==> src/sv/indexed_deque_core_defines.svh <==
// Assertion macros shared by the indexed deque RTL.
`ifndef INDEXED_DEQUE_CORE_DEFINES_SVH
`define INDEXED_DEQUE_CORE_DEFINES_SVH

// Checked on every clock edge while reset is released.
`define IDQ_ASSERT(lbl, prop, msg) \
    lbl: assert property (@(posedge i_clk) disable iff (!i_rst_n) prop) else $error(msg);

// Checked on every clock edge, reset included.
`define IDQ_ASSERT_ALWAYS(lbl, prop, msg) \
    lbl: assert property (@(posedge i_clk) prop) else $error(msg);

`endif

==> src/sv/idq_pkg.sv <==
package idq_pkg;

    localparam int DEPTH      = 16;
    localparam int DATA_WIDTH = 32;
    localparam int AW         = $clog2(DEPTH);
    localparam int CW         = $clog2(DEPTH + 1);
    localparam int POS_W      = 5;
    localparam int XW         = (CW > POS_W) ? CW : POS_W;

    typedef enum logic [2:0] {
        OP_ENQUEUE   = 3'd0,
        OP_DEQUEUE   = 3'd1,
        OP_PEEK      = 3'd2,
        OP_READ_AT   = 3'd3,
        OP_REMOVE_AT = 3'd4,
        OP_POP_BACK  = 3'd5,
        OP_INSERT_AT = 3'd6,
        OP_CLEAR     = 3'd7
    } t_op;

    typedef enum logic [1:0] {
        ST_OK        = 2'd0,
        ST_EMPTY     = 2'd1,
        ST_BAD_INDEX = 2'd2,
        ST_FULL      = 2'd3
    } t_status;

endpackage

==> src/sv/indexed_deque_core.sv <==
// Indexed deque: one operation per accepted word, one result word per operation.
// Each word goes through S_FETCH (store read), then S_SHIFT and S_FLUSH while entries
// move, one per cycle, then S_PUT to write an enqueued or inserted word, then S_DONE.
// Peek, read_at, pop_back, clear and refused words go from S_FETCH straight to S_DONE.
// A word is taken only in S_IDLE; a stalled result holds off the next word.
// Reset (synchronous, active low) empties the queue and drops any pending result.
`include "indexed_deque_core_defines.svh"

module indexed_deque_core
    import idq_pkg::*;
(
    input  logic        i_clk,
    input  logic        i_rst_n,
    input  logic        i_valid,
    output logic        o_stall,
    input  logic [2:0]  i_op,
    input  logic [4:0]  i_position,
    input  logic [31:0] i_data_in,
    output logic        o_valid,
    input  logic        i_stall,
    output logic [31:0] o_data_out,
    output logic [4:0]  o_count,
    output logic [1:0]  o_status
);

    typedef enum logic [5:0] {
        S_IDLE  = 6'b000001,
        S_FETCH = 6'b000010,
        S_SHIFT = 6'b000100,
        S_FLUSH = 6'b001000,
        S_PUT   = 6'b010000,
        S_DONE  = 6'b100000
    } t_state;

    t_state                r_state, n_state;
    logic [CW-1:0]         r_count;
    logic [CW-1:0]         r_newcnt, n_newcnt;
    t_op                   r_op;
    t_status               r_status, n_status;
    logic [AW-1:0]         r_ep, n_ep;
    logic [DATA_WIDTH-1:0] r_word;
    logic [DATA_WIDTH-1:0] r_dout;
    logic [AW-1:0]         r_src, r_end, r_wa;
    logic                  r_down, r_pend;

    logic [DATA_WIDTH-1:0] r_mem [DEPTH];
    logic [DATA_WIDTH-1:0] r_rdata;
    logic [AW-1:0]         rd_addr, wr_addr;
    logic [DATA_WIDTH-1:0] wr_data;
    logic                  wr_en;

    logic                  accept, out_free;
    t_op                   in_op;
    logic [XW-1:0]         in_pos_x, cnt_x;
    logic                  is_rm, is_ins, is_rd;
    logic [CW-1:0]         ep_x;
    logic                  res_full, res_err, in_move;

    assign accept   = i_valid && r_state == S_IDLE;
    assign o_stall  = r_state != S_IDLE;
    assign out_free = !o_valid || !i_stall;
    assign in_op    = t_op'(i_op);
    assign in_pos_x = XW'(i_position);
    assign cnt_x    = XW'(r_count);

    // Decode of the incoming word against the current occupancy.
    always_comb begin
        n_status = ST_OK;
        n_ep     = AW'(i_position);
        n_newcnt = r_count;
        case (in_op)
            OP_ENQUEUE: begin
                n_ep = AW'(r_count);
                if (r_count == CW'(DEPTH)) n_status = ST_FULL;
                else                       n_newcnt = r_count + CW'(1);
            end
            OP_DEQUEUE, OP_PEEK, OP_POP_BACK: begin
                n_ep = (in_op == OP_POP_BACK) ? AW'(r_count - CW'(1)) : '0;
                if (r_count == '0) n_status = ST_EMPTY;
                else if (in_op != OP_PEEK) n_newcnt = r_count - CW'(1);
            end
            OP_READ_AT, OP_REMOVE_AT: begin
                if (in_pos_x >= cnt_x) n_status = ST_BAD_INDEX;
                else if (in_op == OP_REMOVE_AT) n_newcnt = r_count - CW'(1);
            end
            OP_INSERT_AT: begin
                if (r_count == CW'(DEPTH)) n_status = ST_FULL;
                else if (in_pos_x > cnt_x) n_status = ST_BAD_INDEX;
                else n_newcnt = r_count + CW'(1);
            end
            OP_CLEAR: n_newcnt = '0;
            default: n_status = ST_OK;
        endcase
    end

    assign is_rm  = r_op == OP_DEQUEUE || r_op == OP_REMOVE_AT;
    assign is_ins = r_op == OP_ENQUEUE || r_op == OP_INSERT_AT;
    assign is_rd  = r_op == OP_DEQUEUE || r_op == OP_PEEK || r_op == OP_READ_AT
                 || r_op == OP_REMOVE_AT || r_op == OP_POP_BACK;
    assign ep_x   = CW'(r_ep);

    // Store port control: the read address walks with the shift source, the
    // write lands in the following cycle, one place up or down.
    always_comb begin
        rd_addr = (r_state == S_IDLE) ? n_ep : r_src;
        wr_en   = 1'b0;
        wr_addr = r_wa;
        wr_data = r_rdata;
        if (r_pend && (r_state == S_SHIFT || r_state == S_FLUSH)) begin
            wr_en = 1'b1;
        end else if (r_state == S_PUT) begin
            wr_en   = 1'b1;
            wr_addr = r_ep;
            wr_data = r_word;
        end
    end

    always_ff @(posedge i_clk) begin
        if (wr_en) r_mem[wr_addr] <= wr_data;
        r_rdata <= r_mem[rd_addr];
    end

    always_comb begin
        n_state = r_state;
        case (r_state)
            S_IDLE:  if (i_valid) n_state = S_FETCH;
            S_FETCH: begin
                n_state = S_DONE;
                if (r_status == ST_OK && is_rm && (ep_x + CW'(1)) < r_count)
                    n_state = S_SHIFT;
                else if (r_status == ST_OK && is_ins && r_count > ep_x)
                    n_state = S_SHIFT;
                else if (r_status == ST_OK && is_ins)
                    n_state = S_PUT;
            end
            S_SHIFT: if (r_src == r_end) n_state = S_FLUSH;
            S_FLUSH: n_state = is_ins ? S_PUT : S_DONE;
            S_PUT:   n_state = S_DONE;
            S_DONE:  if (out_free) n_state = S_IDLE;
            default: n_state = S_IDLE;
        endcase
    end

    always_ff @(posedge i_clk) begin
        if (!i_rst_n) begin
            r_state <= S_IDLE;
            r_count <= '0;
            r_pend  <= 1'b0;
            o_valid <= 1'b0;
        end else begin
            r_state <= n_state;
            r_pend  <= r_state == S_SHIFT;
            if (r_state == S_DONE && out_free) begin
                o_valid <= 1'b1;
                r_count <= r_newcnt;
            end else if (!i_stall) begin
                o_valid <= 1'b0;
            end
        end
    end

    always_ff @(posedge i_clk) begin
        if (accept) begin
            r_op     <= in_op;
            r_status <= n_status;
            r_ep     <= n_ep;
            r_newcnt <= n_newcnt;
            r_word   <= i_data_in[DATA_WIDTH-1:0];
        end
        if (r_state == S_FETCH) begin
            r_dout <= (r_status == ST_OK && is_rd) ? r_rdata : '0;
            r_down <= is_ins;
            if (is_ins) begin
                r_src <= AW'(r_count - CW'(1));
                r_end <= r_ep;
            end else begin
                r_src <= r_ep + AW'(1);
                r_end <= AW'(r_count - CW'(1));
            end
        end
        if (r_state == S_SHIFT) begin
            r_wa  <= r_down ? r_src + AW'(1) : r_src - AW'(1);
            r_src <= r_down ? r_src - AW'(1) : r_src + AW'(1);
        end
        if (r_state == S_DONE && out_free) begin
            o_data_out <= 32'(r_dout);
            o_count    <= 5'(r_newcnt);
            o_status   <= r_status;
        end
    end

    assign res_full = o_valid && o_status == ST_FULL;
    assign res_err  = o_valid && o_status != ST_OK;
    assign in_move  = r_state == S_SHIFT || r_state == S_FLUSH;

    `IDQ_ASSERT(a_count_bound, r_count <= CW'(DEPTH), "occupancy above depth")
    `IDQ_ASSERT(a_accept_fetch, accept |=> r_state == S_FETCH, "accept did not start fetch")
    `IDQ_ASSERT(a_full_count, res_full |-> o_count == 5'(DEPTH), "full status below depth")
    `IDQ_ASSERT(a_err_zero, res_err |-> o_data_out == '0, "error result carries data")
    `IDQ_ASSERT_ALWAYS(a_pend_place, (i_rst_n && r_pend) |-> in_move, "move outside shift")

endmodule
==> config.mk <==
export PLATFORM = sky130hd
export DESIGN_NAME = indexed_deque_core
export DESIGN_NICKNAME = d
export VERILOG_FILES = /design/src/sv/idq_pkg.sv /design/src/sv/indexed_deque_core.sv
export VERILOG_INCLUDE_DIRS = /design/src /design/src/sv
export SDC_FILE = /design/constraint.sdc
export NUM_CORES = 1
export LEC_CHECK = 0
export BUFFER_PORTS_ARGS = -buffer_cell sky130_fd_sc_hd__buf_4
export CAP_MARGIN = 10
export CORE_UTILIZATION = 42
export DETAILED_ROUTE_END_ITERATION = 7
export PLACE_DENSITY = 0.64
export SETUP_SLACK_MARGIN = 0.5
export SLEW_MARGIN = 20
export SYNTH_ARGS = -nofsm -noshare
export SYNTH_HDL_FRONTEND = slang
export SYNTH_SLANG_ARGS = --single-unit
==> constraint.sdc <==
create_clock -name i_clk -period 13.1 [get_ports i_clk]
set_clock_uncertainty 0.1 [all_clocks]
set_input_delay 0.655 -clock i_clk [delete_from_list [all_inputs] [get_ports i_clk]]
set_output_delay 0.655 -clock i_clk [all_outputs]
set_load 0.01 [all_outputs]
# After elaboration in Yosys (flattened, before gate mapping)
# Memory sizes are Yosys's and may differ from the RTL's. A register that Yosys moved wholly into a read port is not among the register bits.
# Index checks and enable logic that the tools add are counted.
[totals]
ff_bits = 143
ram_bits = 512
inputBits = 44
output_inout_bits = 41
elab_cells = 122
mem_count = 1
[mem_list]
columns = ["name", "words", "word_bits", "rd", "rd_clocked_by_memory_dff", "write_ports", "line", "source"]
rows = [
  ["r_mem", 16, 32, 1, 1, 1, "indexed_deque_core.sv:46", "logic [DATA_WIDTH-1:0] r_mem [DEPTH];"],
]
[op_classes]
n_addsub = 6
n_lt_le_gt_ge = 4
n_eq_ne = 27
muxes = 41
n_reduce_logical = 26
[ops]
columns = ["op", "count"]
rows = [
  ["32-bit two-way mux", 2],
  ["6-bit two-way mux", 7],
  ["4-bit two-way mux", 10],
  ["6-bit case mux with 6 select lines", 1],
  ["5-bit two-way mux", 7],
  ["5-bit case mux with 5 select lines", 1],
  ["3-bit == test (second input constant)", 7],
  ["3-bit by 2-bit == test with 1-bit output (second input constant)", 4],
  ["4-bit by 1-bit adder with 4-bit output (second input constant)", 2],
  ["1-bit logical AND", 8],
  ["1-bit logical OR", 8],
  ["2-bit two-way mux", 4],
  ["2-bit case mux with 4 select lines", 1],
  ["4-bit case mux with 2 select lines", 1],
  ["1-bit two-way mux", 7],
  ["3-bit by 1-bit == test with 1-bit output (second input constant)", 2],
  ["6-bit by 1-bit == test with 1-bit output (second input constant)", 1],
  ["6-bit by 2-bit == test with 1-bit output (second input constant)", 1],
  ["6-bit by 3-bit == test with 1-bit output (second input constant)", 1],
  ["6-bit by 4-bit == test with 1-bit output (second input constant)", 1],
  ["6-bit by 5-bit == test with 1-bit output (second input constant)", 1],
  ["6-bit == test (second input constant)", 1],
  ["3-bit zero test", 2],
  ["2-bit inequality test (second input constant)", 3],
  ["20 further kinds", 21],
]

# Depth between registers and ports, before layout
[depth]
ltp_word = 7
ltp_mapped = 12
depth_no_buf = 9

# Least setup slack after synthesis
# Ideal clock, no wire load.
[synth_path]
kind = "register -> register"
startpoint = "register r_state[2]"
endpoint = "memory r_mem[12][0] (enable)"
setup_time_ps = 461
t_arrival_ps = 3543
t_required_ps = 12539
slack_ps = 8996
stages_incl_launch_ff = 7
path_buffers = 1
synth_period_minus_slack_ps = 4104
path_cell_list = "dfxtp_1 nor4_1 nand3b_1 clkbuf_1 nor3_1 a31oi_1 nor3_1"
[synth_via]
elab_chain_cells = 6
elab_cells_between_ends = 11
cone_classes = "eq/ne: 3; mux: 6; reduce/logical: 2"
[synth_lines]
columns = ["item", "line", "source"]
rows = [
  ["start, declared", "indexed_deque_core.sv:35", "t_state r_state, n_state;"],
  ["start signal, assigned", "indexed_deque_core.sv:151", "r_state <= n_state;"],
  ["6-bit by 3-bit == test with 1-bit output or 6-bit by 4-bit == test with 1-bit output (tied branches)", "indexed_deque_core.sv:109", "if (r_pend && (r_state == S_SHIFT || r_state == S_FLUSH)) begin"],
  ["1-bit logical OR", "--", ""],
  ["1-bit logical AND", "indexed_deque_core.sv:109", ""],
  ["1-bit two-way mux", "indexed_deque_core.sv:109", ""],
  ["1-bit two-way mux", "indexed_deque_core.sv:119", "if (wr_en) r_mem[wr_addr] <= wr_data;"],
  ["1-bit two-way mux (not written as such)", "indexed_deque_core.sv:119", ""],
  ["end, declared", "indexed_deque_core.sv:46", ""],
]
# Parallel ways exist; a longest one is shown, timed or not.

# Worst setup path after layout
[layout_path]
startpoint = "register r_count[0] (netlist: cnt_x[0])"
endpoint = "register r_rdata[4], read port of r_mem"
[layout_via]
elab_chain_cells = 4
[layout_lines]
columns = ["item", "line", "source"]
rows = [
  ["start, declared", "indexed_deque_core.sv:36", "logic [CW-1:0] r_count;"],
  ["start signal, assigned", "indexed_deque_core.sv:155", "r_count <= r_newcnt;"],
  ["5-bit by 1-bit subtractor with 5-bit output", "indexed_deque_core.sv:78", "n_ep = (in_op == OP_POP_BACK) ? AW'(r_count - CW'(1)) : '0;"],
  ["4-bit two-way mux", "indexed_deque_core.sv:78", ""],
  ["4-bit case mux with 2 select lines", "indexed_deque_core.sv:71", "case (in_op)"],
  ["net n_ep[1]", "indexed_deque_core.sv:40", "logic [AW-1:0] r_ep, n_ep;"],
  ["4-bit two-way mux", "indexed_deque_core.sv:105", "rd_addr = (r_state == S_IDLE) ? n_ep : r_src;"],
  ["end, declared", "indexed_deque_core.sv:47", "logic [DATA_WIDTH-1:0] r_rdata;"],
]
# The timed path passes the listed nets, and every way through them passes these cells.
# A chain may end at the register's enable or synchronous reset.

==> impl_metrics.tcl <==
set metrics [dict create \
    outcome "finished, final reports clean" \
    post-route-util_pct 48.2 \
    gp_congestion 0.817 \
    core-area_sq_um 64300 \
    crit_type "flop to flop" \
    period_minus_slack_ps 4530 \
    final_cell_mix "edfxtp_1 (642), nand2_1 (450), buf_4 (117)" \
    synth_sequential_area_ratio_pct 73.8 \
    cp-start-kind "flop" \
    hp-start "i_data_in[21]" \
    slowest_delay_ps 730 \
    syn_inst 1905 \
    post_cts_buffers 0 \
    slew_violations 0 \
    grt_max_degree 178 \
    required_ps 13440 \
    final_common_cell "edfxtp_1" \
    peakVddDrop_mv 0.0909 \
    area_delta_synth_final_pct 13.5 \
    ys.flop_type "edfxtp_1" \
    die_h_microns 257 \
    synth_fp_nets 1968 \
    fin_crit_sh_pct 34.6 \
    avgViaCountPerCell 5.46 \
    io_buffers 84 \
    detail-route-antenna-nets 0 \
    min_to "r_word[21]$_DFFE_PP_" \
    ff2ff_setup_slack_ps 8570 \
    endpoint_kind "flop" \
    insertion_delay_ps 600 \
    synth_cell_types 63 \
    grt_overflow 0 \
    fin_nets 2043 \
    grt_pass1_wl_mm 94.6 \
    drive_gt1_share_pct 12.5 \
    synth_area_leaders "edfxtp_1 (70%), nand2_1 (6.2%), mux2i_1 (3.7%)" \
    finalHoldViolations 0 \
    max_clock_freq_mhz 221 \
    ios 85 \
    die_x_microns 257 \
    cts_tree "yes" \
    finalSetupViolations 0 \
    drt_iter0_markers 1354 \
    dp_hpwl_mm 33.3 \
    slew_headroom_pct 28.1 \
    cpMaxStageDelayCell "dfxtp_1" \
    antenna_found_initial 1 \
    tns_ps 0 \
    tightest_slew_ps 1080 \
    reg2reg_depth 11 \
    power_density_nw_per_um2 170 \
    syn_avg_cell_area_sq_um 14.4 \
    leakagePower_nw 10.8 \
    path_max_fanout 67 \
    ys_ff_latch 687 \
    htreeDepth 3 \
    start_util_pct 42.5 \
    path_cells "inv_1 > ha_1 > inv_1 > a22oi_1 > a21oi_1 > a21oi_4 > buf_4 > buf_4 > nand3_1 > a32oi_1 > o221ai_1" \
    hold_path_class "input port to flop" \
    yosysWarnings 0 \
    wl_per_cell_microns 21.5 \
    vias 15800 \
    totalWireLength_mm 62.2 \
    drc 0 \
    async_flop_share_pct 0 \
    r2r_end "r_rdata[4]$_DFF_P_" \
    post_cts_resized 0 \
    drv_cap 0 \
    grt_use_total_pct 18.8 \
    synth_top_cell_by_area "edfxtp_1" \
    seq_area_sq_um 20200 \
    clock_sinks 687 \
    cts_made_buffers 68 \
    cts_max_path_buffers 3 \
    grt_pass1_vias 15700 \
    synth_top_area_share_pct 70.5 \
    fill_cells 5400 \
    arrival_ps 4870 \
    ctsHoldBuffers 0 \
    rsz0062_at_grt "no" \
    hold_slack_ps 129 \
    num_rows 93 \
    synth_edf_count 642 \
    first_pass_iters 5 \
    root_buffer "clkbuf_16" \
    multi_input_area_sq_um 6620 \
    syn_area_sq_um 27400 \
    hold_depth 1 \
    dieArea_sq_um 66100 \
    clk_pin_slew_ps 60 \
    n_antenna_cell 0 \
    r2r_start "cnt_x[0]$_SDFFE_PN0P_" \
]
-- state kept, by name, indices dropped and copies added (netlist names) --
signal / flops
r_mem: 512
o_data_out: 32
r_dout: 32
r_rdata: 32
r_word: 32
r_state: 6
cnt_x: 5
o_count: 5
r_newcnt: 5
r_end: 4
r_ep: 4
r_src: 4
r_wa: 4
r_op: 3
o_status: 2
r_status: 2
o_valid: 1
r_down: 1
r_pend: 1
-- logic make-up (layout without fill, tap and decap cells) --
group,count (synthesis),in the layout,synth area share (%)
adder cells (fa/ha/maj),19,19,0.869
buffers and inverters,135,264,2.57
XOR/XNOR,16,16,0.512
multiplexers,104,104,3.82
AND/OR/NAND/NOR,658,658,10.6
AO/OA/AOI/OAI,286,286,7.87
flip-flops,687,687,73.8
-- cell type report --
type                       instances  area share, %
tap                              855           3.45
clock inverter                    24          0.907
multi-input combinational       1083           21.3
clock buffer                     100           6.16
timing repair buffer             118           2.89
inverter                          22          0.266
sequential                       687           65.0
-- worst max path at each step --
stage,from,end
global placement,cnt_x[0]$_SDFFE_PN0P_,r_rdata[0]$_DFF_P_
global route,cnt_x[0]$_SDFFE_PN0P_,r_rdata[8]$_DFF_P_
detailed placement,cnt_x[0]$_SDFFE_PN0P_,r_rdata[10]$_DFF_P_
CTS,cnt_x[0]$_SDFFE_PN0P_,r_rdata[10]$_DFF_P_
floorplan,r_state[2]$_SDFFE_PN0P_,r_mem[12][0]$_DFFE_PP_
finish,cnt_x[0]$_SDFFE_PN0P_,r_rdata[4]$_DFF_P_
-- worst max-delay path: cells and delay by family (launching register included) --
family	cells	cell delay, ps
AO/OA/AOI/OAI	5	1370
buffers and inverters	4	1570
adder cells (fa/ha/maj)	1	340
AND/OR/NAND/NOR	1	170
flip-flops	1	730
-- through the flow --
stage	total power [W]	instances	setup WS, ps	cell area, sq um
2_1_floorplan	0.00321	1905	9000	27400
3_3_place_gp	0.00339	2765	8640	28800
3_5_place_dp	0.00341	2765	8620	28800
4_1_cts	0.00532	2889	8570	31000
5_1_grt	0.00547	2889	8320	31000
6_report	0.00528	2889	8570	31000
-- cell usage after synthesis, types with 2 or more instances --
library cell,n
buf_4,10
o221ai_1,31
nand3_1,40
a21oi_1,91
edfxtp_1,642
nand3b_1,36
inv_1,19
a32oi_1,33
nand2_1,451
o31ai_1,2
a31oi_1,8
nor2b_1,6
a221oi_1,4
and3b_1,2
dfxtp_1,45
a32o_1,62
ha_1,19
a22oi_1,3
o21ai_0,18
nor2_1,41
o21a_1,7
and3_1,6
nand4_1,6
inv_2,2
buf_1,6
clkbuf_1,53
buf_2,27
nand2b_1,9
a21o_1,5
mux2_2,3
nor4_1,4
mux2i_1,101
xnor2_1,10
and2_1,37
a211o_1,2
buf_6,16
xor2_1,6
nor3_1,12
or2_2,3
a211oi_1,4
-- power by group --
group	internal (W)	total, W	leakage [nW]	switching, W
logic	0.000204	0.000683	3.52	0.000480
registers	0.00265	0.00268	6.21	0.0000377
clock network	0.00112	0.00192	1.07	0.000799
-- layer usage --
layer	vias to the layer above	global-route usage [%]	part of all wire [%]
met5	-	0	0
met4	0	8.05	3.2
met3	115	2.81	5.0
met2	466	31.5	49
met1	7892	24.5	42
li1	7290	-	-
Note: power is estimated with default switching activity, not from simulation.
